**src/sv/lvg3d_pkg.sv**
```systemverilog
package lvg3d_pkg;

	localparam int COORD_W = 4;
	localparam int LEVEL_W = 4;
	localparam int SIZE_W  = 5;
	localparam int SPAN_W  = 4;
	localparam int ERR_W   = 7;
	localparam int AXES    = 3;
	localparam int APB_AW  = 4;
	localparam int APB_DW  = 32;

	// Largest coordinate the walk uses; larger inputs saturate to it.
	localparam int COORD_MAX = 15;

	localparam logic [SIZE_W-1:0] SIZE_RESET = SIZE_W'(8);

	// Register indexes on the configuration port.
	localparam logic [1:0] REG_SIZE_X = 2'd0;
	localparam logic [1:0] REG_SIZE_Y = 2'd1;
	localparam logic [1:0] REG_SIZE_Z = 2'd2;

	typedef enum logic [1:0] {
		AXIS_X,
		AXIS_Y,
		AXIS_Z
	} axis_t;

	typedef struct packed {
		logic [COORD_W-1:0] start_x;
		logic [COORD_W-1:0] start_y;
		logic [COORD_W-1:0] start_z;
		logic [COORD_W-1:0] end_x;
		logic [COORD_W-1:0] end_y;
		logic [COORD_W-1:0] end_z;
		logic [LEVEL_W-1:0] brightness;
	} item_t;

	typedef struct packed {
		logic [COORD_W-1:0] voxel_x;
		logic [COORD_W-1:0] voxel_y;
		logic [COORD_W-1:0] voxel_z;
		logic [LEVEL_W-1:0] level;
		logic               in_bounds;
		logic               last;
	} voxel_t;

	// Commands from the controller to the datapath.
	typedef struct packed {
		logic load;
		logic emit;
	} cmd_t;

	// Status from the datapath to the controller.
	typedef struct packed {
		logic done;
	} status_t;

	function automatic logic [COORD_W-1:0] clamp_coord(input logic [COORD_W-1:0] v);
		logic [COORD_W-1:0] r;
		if (int'(v) > COORD_MAX) begin
			r = COORD_W'(COORD_MAX);
		end else begin
			r = v;
		end
		return r;
	endfunction

endpackage

```
**src/sv/lvg3d_ctrl.sv**
```systemverilog
module lvg3d_ctrl
	import lvg3d_pkg::*;
(
	input  logic    clk,
	input  logic    arst_n,
	input  logic    item_valid,
	output logic    item_ready,
	output logic    voxel_valid,
	input  logic    voxel_ready,
	input  status_t status,
	output cmd_t    cmd
);

	typedef enum logic {
		ST_IDLE,
		ST_WALK
	} state_t;

	state_t state_q;
	logic   voxel_valid_q;

	assign item_ready  = (state_q == ST_IDLE);
	assign voxel_valid = voxel_valid_q;

	always_comb begin
		cmd.load = (state_q == ST_IDLE) && item_valid;
		cmd.emit = (state_q == ST_WALK) && (!voxel_valid_q || voxel_ready);
	end

	always_ff @(posedge clk or negedge arst_n) begin
		if (!arst_n) begin
			state_q       <= ST_IDLE;
			voxel_valid_q <= 1'b0;
		end else begin
			if (cmd.emit) begin
				voxel_valid_q <= 1'b1;
			end else if (voxel_ready) begin
				voxel_valid_q <= 1'b0;
			end
			case (state_q)
				ST_IDLE: begin
					if (cmd.load) begin
						state_q <= ST_WALK;
					end
				end
				ST_WALK: begin
					// The endpoint goes out on the emit that sees no steps left.
					if (cmd.emit && status.done) begin
						state_q <= ST_IDLE;
					end
				end
				default: begin
					state_q <= ST_IDLE;
				end
			endcase
		end
	end

endmodule

```
**src/sv/lvg3d_datapath.sv**
```systemverilog
module lvg3d_datapath
	import lvg3d_pkg::*;
(
	input  logic              clk,
	input  item_t             item,
	input  logic [SIZE_W-1:0] size_x,
	input  logic [SIZE_W-1:0] size_y,
	input  logic [SIZE_W-1:0] size_z,
	input  cmd_t              cmd,
	output status_t           status,
	output voxel_t            voxel
);

	logic [COORD_W-1:0] st[AXES];
	logic [COORD_W-1:0] en[AXES];
	logic [SPAN_W-1:0]  span[AXES];
	logic               neg[AXES];
	axis_t              maj_l, a_l, b_l;
	logic [SPAN_W-1:0]  sm_l, sa_l, sb_l;

	logic [COORD_W-1:0] cursor_q[AXES];
	logic               neg_q[AXES];
	axis_t              maj_q, a_q, b_q;
	logic signed [ERR_W-1:0] sm2_q, sa2_q, sb2_q;
	logic signed [ERR_W-1:0] ea_q, eb_q;
	logic [SPAN_W-1:0]  steps_q;
	logic [LEVEL_W-1:0] level_q;
	voxel_t             voxel_q;

	logic               mova, movb;
	logic signed [ERR_W-1:0] ea_nxt, eb_nxt;
	logic               move[AXES];
	logic               inb;

	always_comb begin
		st[0] = clamp_coord(item.start_x);
		st[1] = clamp_coord(item.start_y);
		st[2] = clamp_coord(item.start_z);
		en[0] = clamp_coord(item.end_x);
		en[1] = clamp_coord(item.end_y);
		en[2] = clamp_coord(item.end_z);
		for (int i = 0; i < AXES; i++) begin
			neg[i]  = en[i] < st[i];
			span[i] = neg[i] ? (st[i] - en[i]) : (en[i] - st[i]);
		end
		// Ties go to x first, then y.
		if (span[0] >= span[1] && span[0] >= span[2]) begin
			maj_l = AXIS_X; a_l = AXIS_Y; b_l = AXIS_Z;
			sm_l  = span[0]; sa_l = span[1]; sb_l = span[2];
		end else if (span[1] >= span[2]) begin
			maj_l = AXIS_Y; a_l = AXIS_X; b_l = AXIS_Z;
			sm_l  = span[1]; sa_l = span[0]; sb_l = span[2];
		end else begin
			maj_l = AXIS_Z; a_l = AXIS_Y; b_l = AXIS_X;
			sm_l  = span[2]; sa_l = span[1]; sb_l = span[0];
		end
	end

	always_comb begin
		mova   = ea_q > 0;
		movb   = eb_q > 0;
		ea_nxt = ea_q - (mova ? sm2_q : ERR_W'(0)) + sa2_q;
		eb_nxt = eb_q - (movb ? sm2_q : ERR_W'(0)) + sb2_q;
		for (int i = 0; i < AXES; i++) begin
			move[i] = (maj_q == axis_t'(i)) || (mova && (a_q == axis_t'(i)))
				|| (movb && (b_q == axis_t'(i)));
		end
		inb = ({1'b0, cursor_q[0]} < size_x) && ({1'b0, cursor_q[1]} < size_y)
			&& ({1'b0, cursor_q[2]} < size_z);
	end

	assign status.done = (steps_q == '0);
	assign voxel       = voxel_q;

	always_ff @(posedge clk) begin
		if (cmd.load) begin
			for (int i = 0; i < AXES; i++) begin
				cursor_q[i] <= st[i];
				neg_q[i]    <= neg[i];
			end
			maj_q   <= maj_l;
			a_q     <= a_l;
			b_q     <= b_l;
			sm2_q   <= ERR_W'(sm_l) <<< 1;
			sa2_q   <= ERR_W'(sa_l) <<< 1;
			sb2_q   <= ERR_W'(sb_l) <<< 1;
			ea_q    <= (ERR_W'(sa_l) <<< 1) - ERR_W'(sm_l);
			eb_q    <= (ERR_W'(sb_l) <<< 1) - ERR_W'(sm_l);
			steps_q <= sm_l;
			level_q <= item.brightness;
		end else if (cmd.emit) begin
			voxel_q.voxel_x   <= cursor_q[0];
			voxel_q.voxel_y   <= cursor_q[1];
			voxel_q.voxel_z   <= cursor_q[2];
			voxel_q.level     <= level_q;
			voxel_q.in_bounds <= inb;
			voxel_q.last      <= status.done;
			if (!status.done) begin
				for (int i = 0; i < AXES; i++) begin
					if (move[i]) begin
						cursor_q[i] <= neg_q[i] ? (cursor_q[i] - 1'b1)
							: (cursor_q[i] + 1'b1);
					end
				end
				ea_q    <= ea_nxt;
				eb_q    <= eb_nxt;
				steps_q <= steps_q - 1'b1;
			end
		end
	end

endmodule

```
**src/sv/line_voxel_generator_3d.sv**
```systemverilog
// Channel   Direction  Handshake                 Payload
// item      in         item_valid / item_ready   item_t: start, end, brightness
// voxel     out        voxel_valid / voxel_ready voxel_t: position, level, flags
// config    in         APB psel / penable        size_x, size_y, size_z at 0, 4, 8
//
// A line is loaded, then walked one voxel per cycle while the voxel output is not
// stalled, by the single stepping unit in the datapath.
// Reset clears the controller and sets every cube size to eight.
// A stalled voxel beat holds the walk; a new line is taken as soon as the
// previous endpoint sits in the output register, even if it is not yet taken.
module line_voxel_generator_3d
	import lvg3d_pkg::*;
(
	input  logic              clk,
	input  logic              arst_n,
	input  logic              item_valid,
	output logic              item_ready,
	input  item_t             item,
	output logic              voxel_valid,
	input  logic              voxel_ready,
	output voxel_t            voxel,
	input  logic              psel,
	input  logic              penable,
	input  logic              pwrite,
	input  logic [APB_AW-1:0] paddr,
	input  logic [APB_DW-1:0] pwdata,
	output logic [APB_DW-1:0] prdata,
	output logic              pready
);

	logic [SIZE_W-1:0] size_x_q, size_y_q, size_z_q;
	logic              wr_en;
	cmd_t              cmd;
	status_t           status;

	// Registers are one word apart; the low address bits select nothing.
	assign pready = 1'b1;
	assign wr_en  = psel && penable && pwrite && pready;

	always_ff @(posedge clk or negedge arst_n) begin
		if (!arst_n) begin
			size_x_q <= SIZE_RESET;
			size_y_q <= SIZE_RESET;
			size_z_q <= SIZE_RESET;
		end else if (wr_en) begin
			case (paddr[3:2])
				REG_SIZE_X: size_x_q <= pwdata[SIZE_W-1:0];
				REG_SIZE_Y: size_y_q <= pwdata[SIZE_W-1:0];
				REG_SIZE_Z: size_z_q <= pwdata[SIZE_W-1:0];
				default: begin
				end
			endcase
		end
	end

	// Reads of an unused address return zero.
	always_comb begin
		case (paddr[3:2])
			REG_SIZE_X: prdata = APB_DW'(size_x_q);
			REG_SIZE_Y: prdata = APB_DW'(size_y_q);
			REG_SIZE_Z: prdata = APB_DW'(size_z_q);
			default:    prdata = '0;
		endcase
	end

	// The controller sequences load and emit; the datapath owns the walk.
	lvg3d_ctrl u_ctrl (
		.clk         (clk),
		.arst_n      (arst_n),
		.item_valid  (item_valid),
		.item_ready  (item_ready),
		.voxel_valid (voxel_valid),
		.voxel_ready (voxel_ready),
		.status      (status),
		.cmd         (cmd)
	);

	lvg3d_datapath u_datapath (
		.clk    (clk),
		.item   (item),
		.size_x (size_x_q),
		.size_y (size_y_q),
		.size_z (size_z_q),
		.cmd    (cmd),
		.status (status),
		.voxel  (voxel)
	);

endmodule
```
**config.mk**
```make
export PLATFORM = sky130hd
export DESIGN_NAME = line_voxel_generator_3d
export DESIGN_NICKNAME = d
export VERILOG_FILES = /design/src/sv/lvg3d_pkg.sv /design/src/sv/lvg3d_ctrl.sv /design/src/sv/lvg3d_datapath.sv /design/src/sv/line_voxel_generator_3d.sv
export SDC_FILE = /design/constraint.sdc
export NUM_CORES = 1
export LEC_CHECK = 0
export BUFFER_PORTS_ARGS = -buffer_cell sky130_fd_sc_hd__buf_2
export CAP_MARGIN = 20
export CORE_ASPECT_RATIO = 1.75
export CORE_MARGIN = 2
export CORE_UTILIZATION = 60
export CTS_CLUSTER_DIAMETER = 40
export DETAILED_ROUTE_END_ITERATION = 12
export HOLD_SLACK_MARGIN = 0.06
export PLACE_DENSITY_LB_ADDON = 0.25
export SYNTH_ARGS = -nofsm -noshare
export SYNTH_HDL_FRONTEND = slang
export SYNTH_SLANG_ARGS = --single-unit
```
**constraint.sdc**
```tcl
create_clock -name clk -period 7.1 [get_ports clk]
set_clock_uncertainty 0.1 [all_clocks]
set_input_delay 1.065 -clock clk [delete_from_list [all_inputs] [get_ports clk]]
set_output_delay 1.065 -clock clk [all_outputs]
set_load 0.1 [all_outputs]
```
### Word level (Yosys, flattened, before mapping)

Memories as Yosys holds them, arrays and structs flattened.
Index checks and enable logic that the tools add are counted.

| cells by class | value |
|---|---|
| add/subtract/negate cells | 19 |
| order comparisons | 11 |
| equal/unequal tests | 9 |
| mux-type cells | 51 |
| bitwise logic cells | 5 |
| reductions and logical operators | 34 |

Operator list:

| kind | count |
|---|---|
| 4-bit 2-to-1 mux | 18 |
| 7-bit 2-to-1 mux | 6 |
| 4-bit subtractor | 6 |
| 1-bit 2-to-1 mux | 21 |
| 4-bit by 1-bit subtractor with 4-bit output, second input constant | 4 |
| 4-bit by 5-bit less-than comparator with 1-bit output | 3 |
| 5-bit case mux with 3 select lines | 1 |
| 7-bit by 6-bit adder with 7-bit output | 2 |
| 7-bit by 1-bit greater-than comparator with 1-bit output, second input constant | 2 |
| 1-bit logical AND | 14 |
| 7-bit by 6-bit subtractor with 7-bit output | 2 |
| 4-bit by 1-bit adder with 4-bit output, second input constant | 3 |
| 4-bit greater-or-equal comparator | 3 |
| 4-bit less-than comparator | 3 |
| 5-bit by 4-bit subtractor with 6-bit output | 2 |
| 5-bit 2-to-1 mux | 2 |
| 2-bit AND reduction | 5 |
| 2-bit by 1-bit == test with 1-bit output, second input constant | 4 |
| 2-bit == test, second input constant | 4 |
| 2-bit logical NOT | 4 |
| 1-bit logical OR | 7 |
| 4-bit logical NOT | 1 |
| 2-bit 2-to-1 mux | 2 |
| 2-bit nonzero test | 2 |
| other kinds (5) | 8 |

| storage, ports and cells | value |
|---|---|
| register bits | 75 |
| RAM bits | 15 |
| output and inout port bits | 53 |
| word-level logic and storage cells | 152 |
| memories kept | 2 |

Memory list:

| memory | depth | bits a word | rd ports | clocked after Yosys merged registers in | wr ports | line | source |
|---|---|---|---|---|---|---|---|
| u_datapath.cursor_q | 3 | 4 | 3 | 0 | 3 | lvg3d_datapath.sv:21 | `logic [COORD_W-1:0] cursor_q[AXES];` |
| u_datapath.neg_q | 3 | 1 | 3 | 0 | 3 | lvg3d_datapath.sv:22 | `logic neg_q[AXES];` |

### Longest topological paths before layout

Gate-level depths: netlist of run 1.

| depth | value |
|---|---|
| depth after elaboration | 10 |
| depth in mapped cells | 23 |
| mapped depth without buffers | 22 |

### Cells and area by module

A second synthesis of run 1 with hierarchy kept.

| second synthesis, totals | value |
|---|---|
| cells, all modules | 649 |
| area total of the unflattened synthesis | 6681.4 um^2 |

Modules (own cells, without submodules):

| module | times used | cells each | area an instance (um^2) |
|---|---|---|---|
| lvg3d_datapath | 1 | 558 | 5654.2 |
| line_voxel_generator_3d | 1 | 82 | 932.1 |
| lvg3d_ctrl | 1 | 9 | 95.1 |

### Least setup slack after synthesis of run 1

Ideal clock, no wire load.

| path | value |
|---|---|
| path kind | input -> register |
| start point | input port item[8] (netlist bit) |
| end point | register u_datapath.ea_q[4] (data pin) |
| data arrival time | 5.572 ns |
| path slack | 1.162 ns |
| cell stages on the path | 22 |
| path through | inv_1 ha_1 fa_1 nand2b_1 a21o_1 mux2_4 a2111oi_0 mux2_4 inv_1 ha_1 a2111o_1 and2_1 buf_2 a211oi_1 nor2_1 xnor2_1 ha_1 a31oi_1 a32o_1 maj3_2 o2111ai_1 o211ai_2 |

RTL lines:

| element | line | source |
|---|---|---|
| start, declared | line_voxel_generator_3d.sv:18 | `input item_t item,` |
| end signal, assigned | lvg3d_datapath.sv:87 | `ea_q <= (ERR_W'(sa_l) <<< 1) - ERR_W'(sm_l);` |
| end signal, assigned | lvg3d_datapath.sv:105 | `ea_q <= ea_nxt;` |
| end, declared | lvg3d_datapath.sv:25 | `logic signed [ERR_W-1:0] ea_q, eb_q;` |

==> results of run 1 <==
-- cells by family after synthesis --
group	share of synthesized area (%)
AO/OA/AOI/OAI	15.1
XOR/XNOR	3.76
adder cells (fa/ha/maj)	17.9
buffers and inverters	9.93
flip-flops	38.9
multiplexers	4.57
other	0.115
AND/OR/NAND/NOR	9.78
-- worst max-delay path by stage --
stage | startpoint | depth (start not counted) | slack (ns) | endpoint
floorplan | item[8] | 22 | 1.16 | u_datapath.ea_q[4]
global placement | item[4] | 23 | 0.40 | u_datapath.ea_q[4]
detailed placement | item[8] | 22 | 0.29 | u_datapath.eb_q[4]
CTS | item[8] | 22 | 0.65 | u_datapath.ea_q[4]
global route | item[8] | 22 | 0.13 | u_datapath.eb_q[4]
finish | item[8] | 22 | 0.57 | u_datapath.eb_q[4]
-- state kept, by name, indices dropped and copies added, names as in the netlist, 5 cells and up --
signal,count
u_datapath.voxel,18
u_datapath.cursor_q,12
u_datapath.eb_q,7
u_datapath.ea_q,6
size_x_q,5
size_y_q,5
size_z_q,5
-- layer usage --
layer	routed length, µm	up-vias
met5	0	-
met4	798	0
met3	569	49
met2	8150	144
met1	5080	2317
li1	-	2313
-- critical path: stages --
cell and delay (ns):
buf_2 0.09, inv_1 0.04, ha_1 0.21, fa_1 0.42, nand2b_1 0.21, a21o_1 0.24, mux2_4 0.32, a2111oi_0 0.48
mux2_4 0.29, inv_1 0.05, ha_1 0.21, a2111o_1 0.36, and2_1 0.29, a211oi_1 0.51, nor2_1 0.21, xnor2_1 0.21
ha_1 0.24, a31oi_1 0.06, a32oi_1 0.47, maj3_2 0.35, a211o_1 0.12, nand3_1 0.07
-- power by group through the flow --
| stage | Clock, µW | Sequential [µW] | Combinational (µW) |
|---|---|---|---|
| 3_5_place_dp | 0 | 910 | 2030 |
| 5_1_grt | 499 | 916 | 2260 |
| 3_3_place_gp | 0 | 903 | 1970 |
| 4_1_cts | 475 | 901 | 2050 |
| 2_1_floorplan | 0 | 1090 | 1430 |
| 6_report | 472 | 901 | 2050 |
-- placed cells by master, fill, tap and decap left out, drive strengths merged, types with 3 or more instances in the layout --
| master | netlist | routed |
|---|---|---|
| o21ai | 41 | 41 |
| fa | 19 | 19 |
| dfstp | 3 | 3 |
| mux2 | 18 | 18 |
| nand2 | 43 | 43 |
| buf | 31 | 72 |
| and3 | 3 | 3 |
| inv | 106 | 110 |
| dfrtp | 14 | 14 |
| conb | 2 | 28 |
| a21oi | 32 | 32 |
| a311oi | 3 | 3 |
| nor2 | 32 | 32 |
| a21o | 21 | 21 |
| mux2i | 8 | 8 |
| a31oi | 7 | 7 |
| a211oi | 7 | 7 |
| a2111oi | 5 | 5 |
| nor2b | 3 | 3 |
| o21a | 3 | 3 |
| nor3 | 5 | 5 |
| edfxtp | 70 | 70 |
| clkbuf | 5 | 9 |
| xor2 | 11 | 11 |
| ha | 61 | 61 |
| clkinv | 1 | 3 |
| nand3 | 11 | 11 |
| nand2b | 9 | 9 |
| a21boi | 3 | 3 |
| and2 | 19 | 19 |
| xnor2 | 17 | 17 |
| o22ai | 6 | 6 |
| a2111o | 3 | 3 |
-- area by class of cell --
| cell class | instances | area [µm²] |
|---|---|---|
| multi-input combinational | 441 | 3440 |
| tap | 130 | 163 |
| fill | 866 | 3420 |
| clock inverter | 7 | 72.6 |
| antenna | 1 | 2.50 |
| timing repair buffer | 72 | 375 |
| inverter | 107 | 404 |
| clock buffer | 9 | 225 |
| sequential | 87 | 2530 |
-- metrics by stage --
step	hold slack, ns	setup WS (ns)
6_report	0.321	0.571
4_1_cts	0.323	0.655
3_5_place_dp	0.305	0.295
3_3_place_gp	0.301	0.395
5_1_grt	0.332	0.125
2_1_floorplan	0.300	1.16
==> flow_metrics.env, run 1 <==
export IMPL_status="completed"
export IMPL_floorplan_initialDensity_pct=61.3
export IMPL_async_reset_ff_share_pct=19.5
export IMPL_busiest_layer="met2"
export IMPL_grt_pass1_vias=4913
export IMPL_arrival_ns=6.53
export IMPL_routed_wl_mm=14.6
export IMPL_die_w_um=82.8
export IMPL_synth_most_common_cell="inv_1"
export IMPL_power_frac_comb_pct=59.9
export IMPL_ys_types=63
export IMPL_hold_depth=0
export IMPL_drive_gt1_share_pct=17.7
export IMPL_worst_r2r_startpoint="u_datapath.eb_q[3]"
export IMPL_dp_cells=837
export IMPL_pin_count=124
export IMPL_hold_end="u_datapath.voxel[5]"
export IMPL_critPathKind="in -> reg"
export IMPL_h_tree_depth=3
export IMPL_hold_viol_final=0
export IMPL_synth_area_top_cells="edfxtp_1, ha_1, fa_1, inv_1, dfrtp_1"
export IMPL_p_switching_uw=1610
export IMPL_cts_hold_buf=0
export IMPL_clk_path_buf_depth=2
export IMPL_power_leakage_uw=0.00340
export IMPL_ys_ff_latch=87
export IMPL_synth_flop_cell="edfxtp_1"
export IMPL_p_per_area_nw_per_um2=474
export IMPL_hold_path_class="reg -> reg"
export IMPL_syn_inst=645
export IMPL_coreArea_um2=10600
export IMPL_syn_area_um2=6510
export IMPL_final_nets=869
export IMPL_p_clk_share_pct=13.8
export IMPL_grt_use_met2_pct=49.4
export IMPL_ys_top_cells_by_count="inv_1, edfxtp_1, ha_1"
export IMPL_grt_pass1_wl_mm=23.1
export IMPL_fin_setup_tns_ns=0
export IMPL_startpoint_type="primary input"
export IMPL_clock_sinks=87
export IMPL_met1_usage_pct=25.8
export IMPL_dpl_cell_area_um2=6920
export IMPL_place_gp_congestion=0.887
export IMPL_cap_violations=0
export IMPL_viasPerCell=5.65
export IMPL_finalMaxSlewViolations=0
export IMPL_r2r_slack_ns=3.67
export IMPL_power_internal_uw=1810
export IMPL_synth_top_area_share_pct=32.3
export IMPL_end_kind="register"
export IMPL_syn_mean_instance_area_um2=10.1
export IMPL_worstPathRequired_ns=7.10
export IMPL_period_share_pct=92.0
export IMPL_synth_edf_count=70
export IMPL_worst_path_max_fanout=9
export IMPL_post_cts_buffers=0
export IMPL_dieArea_um2=11700
export IMPL_port_buffers=66
export IMPL_ant_nets=0
export IMPL_drtIter0Drc=196
export IMPL_hpwl_mm=11.4
export IMPL_route_vias_total=4823
export IMPL_dr_pass1_iters=5
export IMPL_hp_start="u_datapath.level_q[3]"
export IMPL_switching_share_pct=47.2
export IMPL_cts_buffers=9
export IMPL_root_buffer="clkbuf_16"
export IMPL_grtUsageMet3_pct=3.82
export IMPL_cts_tree="built"
export IMPL_fmax_ghz=0.153
export IMPL_rsz0062_at_grt="false"
export IMPL_clock_latency_ns=0.35
export IMPL_power_frac_seq_pct=26.3
export IMPL_area_growth_pct=10.8
export IMPL_stdcell_count=854
export IMPL_rows=50
export IMPL_cts_clk_slew_worst_paths_ns=0.07
export IMPL_yosysSeqAreaShare_pct=38.9
export IMPL_ff2ff_path_depth=12
export IMPL_yosysTopAreaCell="edfxtp_1"
export IMPL_vdd_drop_max_mv=0.316
export IMPL_rr_endpoint="u_datapath.eb_q[6]"
export IMPL_grt_antenna_before_repair=1
export IMPL_power_uw=3420
export IMPL_slew_headroom_pct=36.0
export IMPL_worst_pin_slew_ns=0.960
export IMPL_grt_max_degree=42
export IMPL_period_minus_slack_ns=6.53
export IMPL_synth_warnings=0
export IMPL_final_util_pct=67.8
export IMPL_gr_total_overflow=0
export IMPL_wl_per_cell_um=17.1
export IMPL_finalSetupViolCount=0
export IMPL_post_cts_resized=0
export IMPL_post_route_cell_area_um2=7220
export IMPL_grt_total_usage_pct=26.5
export IMPL_drc=0
export IMPL_die_y_um=142
(Power assumes the default switching activity.)
==> inputs of run 2 (changes only) <==
--- a/config.mk
+++ b/config.mk
@@ -9,11 +9,12 @@
 export CAP_MARGIN = 20
 export CORE_ASPECT_RATIO = 1.75
 export CORE_MARGIN = 2
-export CORE_UTILIZATION = 60
+export CORE_UTILIZATION = 54
 export CTS_CLUSTER_DIAMETER = 40
 export DETAILED_ROUTE_END_ITERATION = 12
 export HOLD_SLACK_MARGIN = 0.06
 export PLACE_DENSITY_LB_ADDON = 0.25
+export SLEW_MARGIN = 30
 export SYNTH_ARGS = -nofsm -noshare
 export SYNTH_HDL_FRONTEND = slang
 export SYNTH_SLANG_ARGS = --single-unit
==> flow_metrics.env, run 2 (same netlist as run 1, synthesis figures left out) <==
export IMPL_gr_total_overflow=0
export IMPL_cts_tree="built"
export IMPL_dieArea_um2=13000
export IMPL_ff2ff_path_depth=12
export IMPL_period_minus_slack_ns=6.53
export IMPL_fin_setup_tns_ns=0
export IMPL_power_internal_uw=1810
export IMPL_h_tree_depth=3
export IMPL_cts_hold_buf=0
export IMPL_drc=0
export IMPL_floorplan_initialDensity_pct=54.9
export IMPL_viasPerCell=5.63
export IMPL_cap_violations=0
export IMPL_holdWs_ns=0.323
export IMPL_grt_max_degree=42
export IMPL_crit_chain="buf_2 -> inv_1 -> ha_1 -> inv_1 -> fa_1 -> and3_1 -> nor2_1 -> mux2_2 -> a2111o_1 -> mux2i_1 -> ha_1 -> nor3_1 -> nor2_1 -> and2_1 -> a211oi_1 -> nor2_1 -> xnor2_1 -> ha_1 -> a31oi_1 -> a32oi_1 -> maj3_2 -> a211o_1 -> nand3_1"
export IMPL_largest_register_ffs=18
export IMPL_power_leakage_uw=0.00340
export IMPL_hold_viol_final=0
export IMPL_fmax_ghz=0.153
export IMPL_route_vias_total=4846
export IMPL_arrival_ns=6.53
export IMPL_pin_count=124
export IMPL_post_cts_buffers=0
export IMPL_clock_latency_ns=0.35
export IMPL_stdcell_count=861
export IMPL_worstPathRequired_ns=7.10
export IMPL_wl_per_cell_um=17.1
export IMPL_clk_path_buf_depth=2
export IMPL_ant_nets=0
export IMPL_die_y_um=149
export IMPL_rows=53
export IMPL_status="completed"
export IMPL_post_cts_resized=0
export IMPL_cts_buffers=9
export IMPL_power_frac_seq_pct=26.0
export IMPL_finalSetupViolCount=0
export IMPL_worst_path_max_fanout=9
export IMPL_drive_gt1_share_pct=17.8
export IMPL_grt_antenna_before_repair=1
export IMPL_final_common_cell="inv_1"
export IMPL_p_switching_uw=1630
export IMPL_routed_wl_mm=14.7
export IMPL_power_uw=3440
export IMPL_area_growth_pct=10.9
export IMPL_grt_pass1_vias=5057
export IMPL_power_frac_comb_pct=60.2
export IMPL_period_share_pct=92.0
export IMPL_p_clk_share_pct=13.8
export IMPL_rr_endpoint="u_datapath.eb_q[6]"
export IMPL_worst_r2r_startpoint="u_datapath.eb_q[4]"
export IMPL_rsz0062_at_grt="false"
export IMPL_port_buffers=66
export IMPL_grt_pass1_wl_mm=23.4
export IMPL_grt_total_usage_pct=23.5
export IMPL_root_buffer="clkbuf_16"
export IMPL_drtIter0Drc=236
export IMPL_critPathKind="in -> reg"
export IMPL_hold_path_class="reg -> reg"
export IMPL_cp_slowest_cell="mux2i_1"
export IMPL_place_gp_congestion=0.911
export IMPL_p_per_area_nw_per_um2=476
export IMPL_final_nets=869
export IMPL_finalMaxSlewViolations=0
export IMPL_coreArea_um2=11900
export IMPL_worstSetupStartpoint="item[4]"
export IMPL_final_util_pct=60.9
export IMPL_die_w_um=87.0
export IMPL_cts_clk_slew_worst_paths_ns=0.07
export IMPL_startpoint_type="primary input"
export IMPL_slew_headroom_pct=46.6
export IMPL_clock_sinks=87
export IMPL_switching_share_pct=47.4
export IMPL_dr_pass1_iters=7
export IMPL_max_stage_delay_ns=0.44
export IMPL_final_cell_mix="inv_1, edfxtp_1, buf_2"
export IMPL_dp_cells=844
export IMPL_endpoint="u_datapath.eb_q[4]"
export IMPL_end_kind="register"
export IMPL_worst_pin_slew_ns=0.793
export IMPL_r2r_slack_ns=3.65
export IMPL_hpwl_mm=11.6
export IMPL_vdd_drop_max_mv=0.287
export IMPL_num_fill_cells=989
-- run 2: area by class of cell --
class,count,area [µm²],area share (%)
flip-flops and latches,87,2530,35.0
diodes,1,2.50,0.0346
clock inverters,7,75.1,1.04
multi-input cells,441,3440,47.6
repair buffers,72,375,5.19
well taps,137,171,2.37
clock buffers,9,225,3.12
inverters,107,404,5.59
-- run 2: worst min-delay path by stage --
stage	start	to	depth (start not counted)
after floorplan	u_datapath.level_q[0]	u_datapath.voxel[2]	0
after CTS	u_datapath.level_q[3]	u_datapath.voxel[5]	0
after global routing	u_datapath.level_q[0]	u_datapath.voxel[2]	0
after detailed placement	u_datapath.level_q[3]	u_datapath.voxel[5]	0
after global placement	u_datapath.level_q[1]	u_datapath.voxel[3]	0
final	u_datapath.level_q[0]	u_datapath.voxel[2]	0
-- run 2: power by group through the flow --
| stage | clock [µW] | sequential (µW) | combinational (µW) |
|---|---|---|---|
| global route | 494 | 915 | 2270 |
| detailed placement | 0 | 909 | 2050 |
| global placement | 0 | 903 | 1970 |
| CTS | 478 | 899 | 2070 |
| finish | 474 | 896 | 2070 |
| floorplan | 0 | 1090 | 1430 |
-- run 2: per-stage QoR --
stage | worst slack, ns | cell area, µm²
floorplan | 1.16 | 6610
global placement | 0.464 | 6920
detailed placement | 0.359 | 6920
CTS | 0.697 | 7220
global route | 0.295 | 7230
finish | 0.569 | 7230
-- run 2: metal layers --
layer  global-route usage [%]  vias to the layer above  routed length, µm
met5                        0                        -                  0
met4                     12.5                        0                703
met3                     3.10                       51                607
met2                     46.5                      166               8370
met1                     22.1                     2315               5040
li1                         -                     2314                  -
-- run 2: worst max-delay path, delay by kind of cell --
family / cells / cell delay [ns]
compound gates: 5 / 1.22
xor+xnor: 1 / 0.17
fa+ha+maj: 5 / 1.41
buf+inv: 3 / 0.23
mux: 2 / 0.83
simple gates: 7 / 1.59
==> inputs of run 3 (changes only) <==
--- a/config.mk
+++ b/config.mk
@@ -5,13 +5,15 @@
 export SDC_FILE = /design/constraint.sdc
 export NUM_CORES = 1
 export LEC_CHECK = 0
-export BUFFER_PORTS_ARGS = -buffer_cell sky130_fd_sc_hd__buf_2
 export CAP_MARGIN = 20
+export CELL_PAD_IN_SITES_DETAIL_PLACEMENT = 0
+export CELL_PAD_IN_SITES_GLOBAL_PLACEMENT = 2
 export CORE_ASPECT_RATIO = 1.75
 export CORE_MARGIN = 2
-export CORE_UTILIZATION = 54
+export CORE_UTILIZATION = 44
 export CTS_CLUSTER_DIAMETER = 40
 export DETAILED_ROUTE_END_ITERATION = 12
+export DONT_BUFFER_PORTS = 1
 export HOLD_SLACK_MARGIN = 0.06
 export PLACE_DENSITY_LB_ADDON = 0.25
 export SLEW_MARGIN = 30
==> flow_metrics.env, run 3 (same netlist as run 1, synthesis figures left out) <==
export IMPL_finalSetupViolCount=0
export IMPL_viasPerCell=5.31
export IMPL_worst_path_max_fanout=9
export IMPL_die_y_um=165
export IMPL_largest_register_ffs=18
export IMPL_final_nets=805
export IMPL_area_growth_pct=7.76
export IMPL_cp_slowest_cell="a2111oi_0"
export IMPL_route_vias_total=4459
export IMPL_num_fill_cells=1381
export IMPL_wl_per_cell_um=17.8
export IMPL_post_cts_resized=0
export IMPL_hold_viol_final=0
export IMPL_coreArea_um2=14400
export IMPL_final_cell_mix="inv_1, edfxtp_1, ha_1"
export IMPL_fin_setup_tns_ns=0
export IMPL_slew_headroom_pct=39.1
export IMPL_drtIter0Drc=128
export IMPL_die_w_um=96.0
export IMPL_gr_total_overflow=0
export IMPL_grt_antenna_before_repair=0
export IMPL_power_uw=3390
export IMPL_finalMaxSlewViolations=0
export IMPL_grt_pass1_wl_mm=23.4
export IMPL_hold_path_class="in -> async"
export IMPL_floorplan_initialDensity_pct=45.1
export IMPL_grt_pass1_vias=4631
export IMPL_critPathKind="in -> reg"
export IMPL_pin_count=124
export IMPL_power_leakage_uw=0.00316
export IMPL_crit_family="compound AO/OA/AOI/OAI gates"
export IMPL_grt_max_degree=38
export IMPL_cts_buffers=9
export IMPL_final_common_cell="inv_1"
export IMPL_clock_latency_ns=0.35
export IMPL_worstPathRequired_ns=7.09
export IMPL_cts_tree="built"
export IMPL_diodes=0
export IMPL_cpMostUsedCell="ha_1"
export IMPL_routed_wl_mm=14.9
export IMPL_end_kind="register"
export IMPL_worst_pin_slew_ns=0.916
export IMPL_post_cts_buffers=0
export IMPL_drc=0
export IMPL_drive_gt1_share_pct=10.6
export IMPL_place_gp_congestion=0.816
export IMPL_root_buffer="clkbuf_16"
export IMPL_path_buf_inv=2
export IMPL_grt_total_usage_pct=19.8
export IMPL_period_minus_slack_ns=6.38
export IMPL_period_share_pct=89.9
export IMPL_ant_nets=0
export IMPL_rsz0062_at_grt="false"
export IMPL_clock_sinks=87
export IMPL_p_per_area_nw_per_um2=483
export IMPL_cap_violations=0
export IMPL_vdd_drop_max_mv=0.356
export IMPL_max_stage_delay_ns=0.51
export IMPL_dieArea_um2=15800
export IMPL_h_tree_depth=3
export IMPL_port_buffers=0
export IMPL_clk_path_buf_depth=2
export IMPL_startpoint_type="primary input"
export IMPL_cts_clk_slew_worst_paths_ns=0.07
export IMPL_crit_chain="inv_1 -> ha_1 -> fa_1 -> nand2b_1 -> a21o_1 -> mux2_4 -> a2111oi_0 -> mux2_4 -> inv_1 -> ha_1 -> a2111o_1 -> and2_1 -> a211oi_1 -> nor2_1 -> xnor2_1 -> ha_1 -> a31oi_1 -> a32o_1 -> maj3_2 -> o2111ai_1 -> o211ai_2"
export IMPL_dp_cells=823
export IMPL_fmax_ghz=0.157
export IMPL_stdcell_count=839
export IMPL_dr_pass1_iters=4
export IMPL_hpwl_mm=12.1
export IMPL_rows=58
export IMPL_arrival_ns=6.38
export IMPL_status="completed"
export IMPL_cts_hold_buf=0
==> run 3: through the flow <==
stage	area (µm²)	setup WS (ns)	hold slack [ns]	util (%)
2_1_floorplan	6610	1.16	0.300	-
3_3_place_gp	6680	0.535	0.302	46.3
3_5_place_dp	6720	0.392	0.306	46.5
4_1_cts	7020	0.769	0.290	48.6
5_1_grt	7020	0.440	0.281	48.6
6_report	7020	0.715	0.305	48.6
==> run 3: final timing paths <==
kind / startpoint / end / slack (ns) / cells past startpoint
max in group asynchronous: arst_n / size_x_q[3] / 6.42 / 0
worst min-delay path: arst_n / size_y_q[4] / 0.31 / 0
worst min register to register: u_datapath.level_q[3] / u_datapath.voxel[5] / 0.33 / 0
min in group clk: u_datapath.level_q[3] / u_datapath.voxel[5] / 0.33 / 0
worst max-delay path: item[8] / u_datapath.ea_q[4] / 0.72 / 21
worst max register to register: u_datapath.eb_q[3] / u_datapath.eb_q[6] / 3.66 / 12
==> run 3: per-layer routing <==
layer,wire (µm),track usage (%)
met5,0,0
met4,376,7.14
met3,474,3.74
met2,8790,39.3
met1,5270,19.4
==> run 3: area by class of cell <==
type                            count  area [µm²]  share of cell area (%)
Inverter                          107         404                    5.76
Clock inverter                      7        75.1                    1.07
Sequential cell                    87        2530                    36.1
Multi-Input combinational cell    441        3500                    49.8
Tap cell                          180         225                    3.21
Timing Repair Buffer                8        60.1                   0.855
Clock buffer                        9         225                    3.21
==> run 3: power by group <==
group,switching (µW),internal [µW]
clock network,228,249
logic,1080,721
registers,298,817
==> run 3: worst reg2reg max path, delay by kind of cell (launching register included) <==
family / cells / cell delay, ns
xor+xnor: 1 / 0.10
fa+ha+maj: 2 / 0.77
buf+inv: 1 / 0.07
simple gates: 2 / 0.56
flops: 1 / 0.41
compound gates: 6 / 1.19
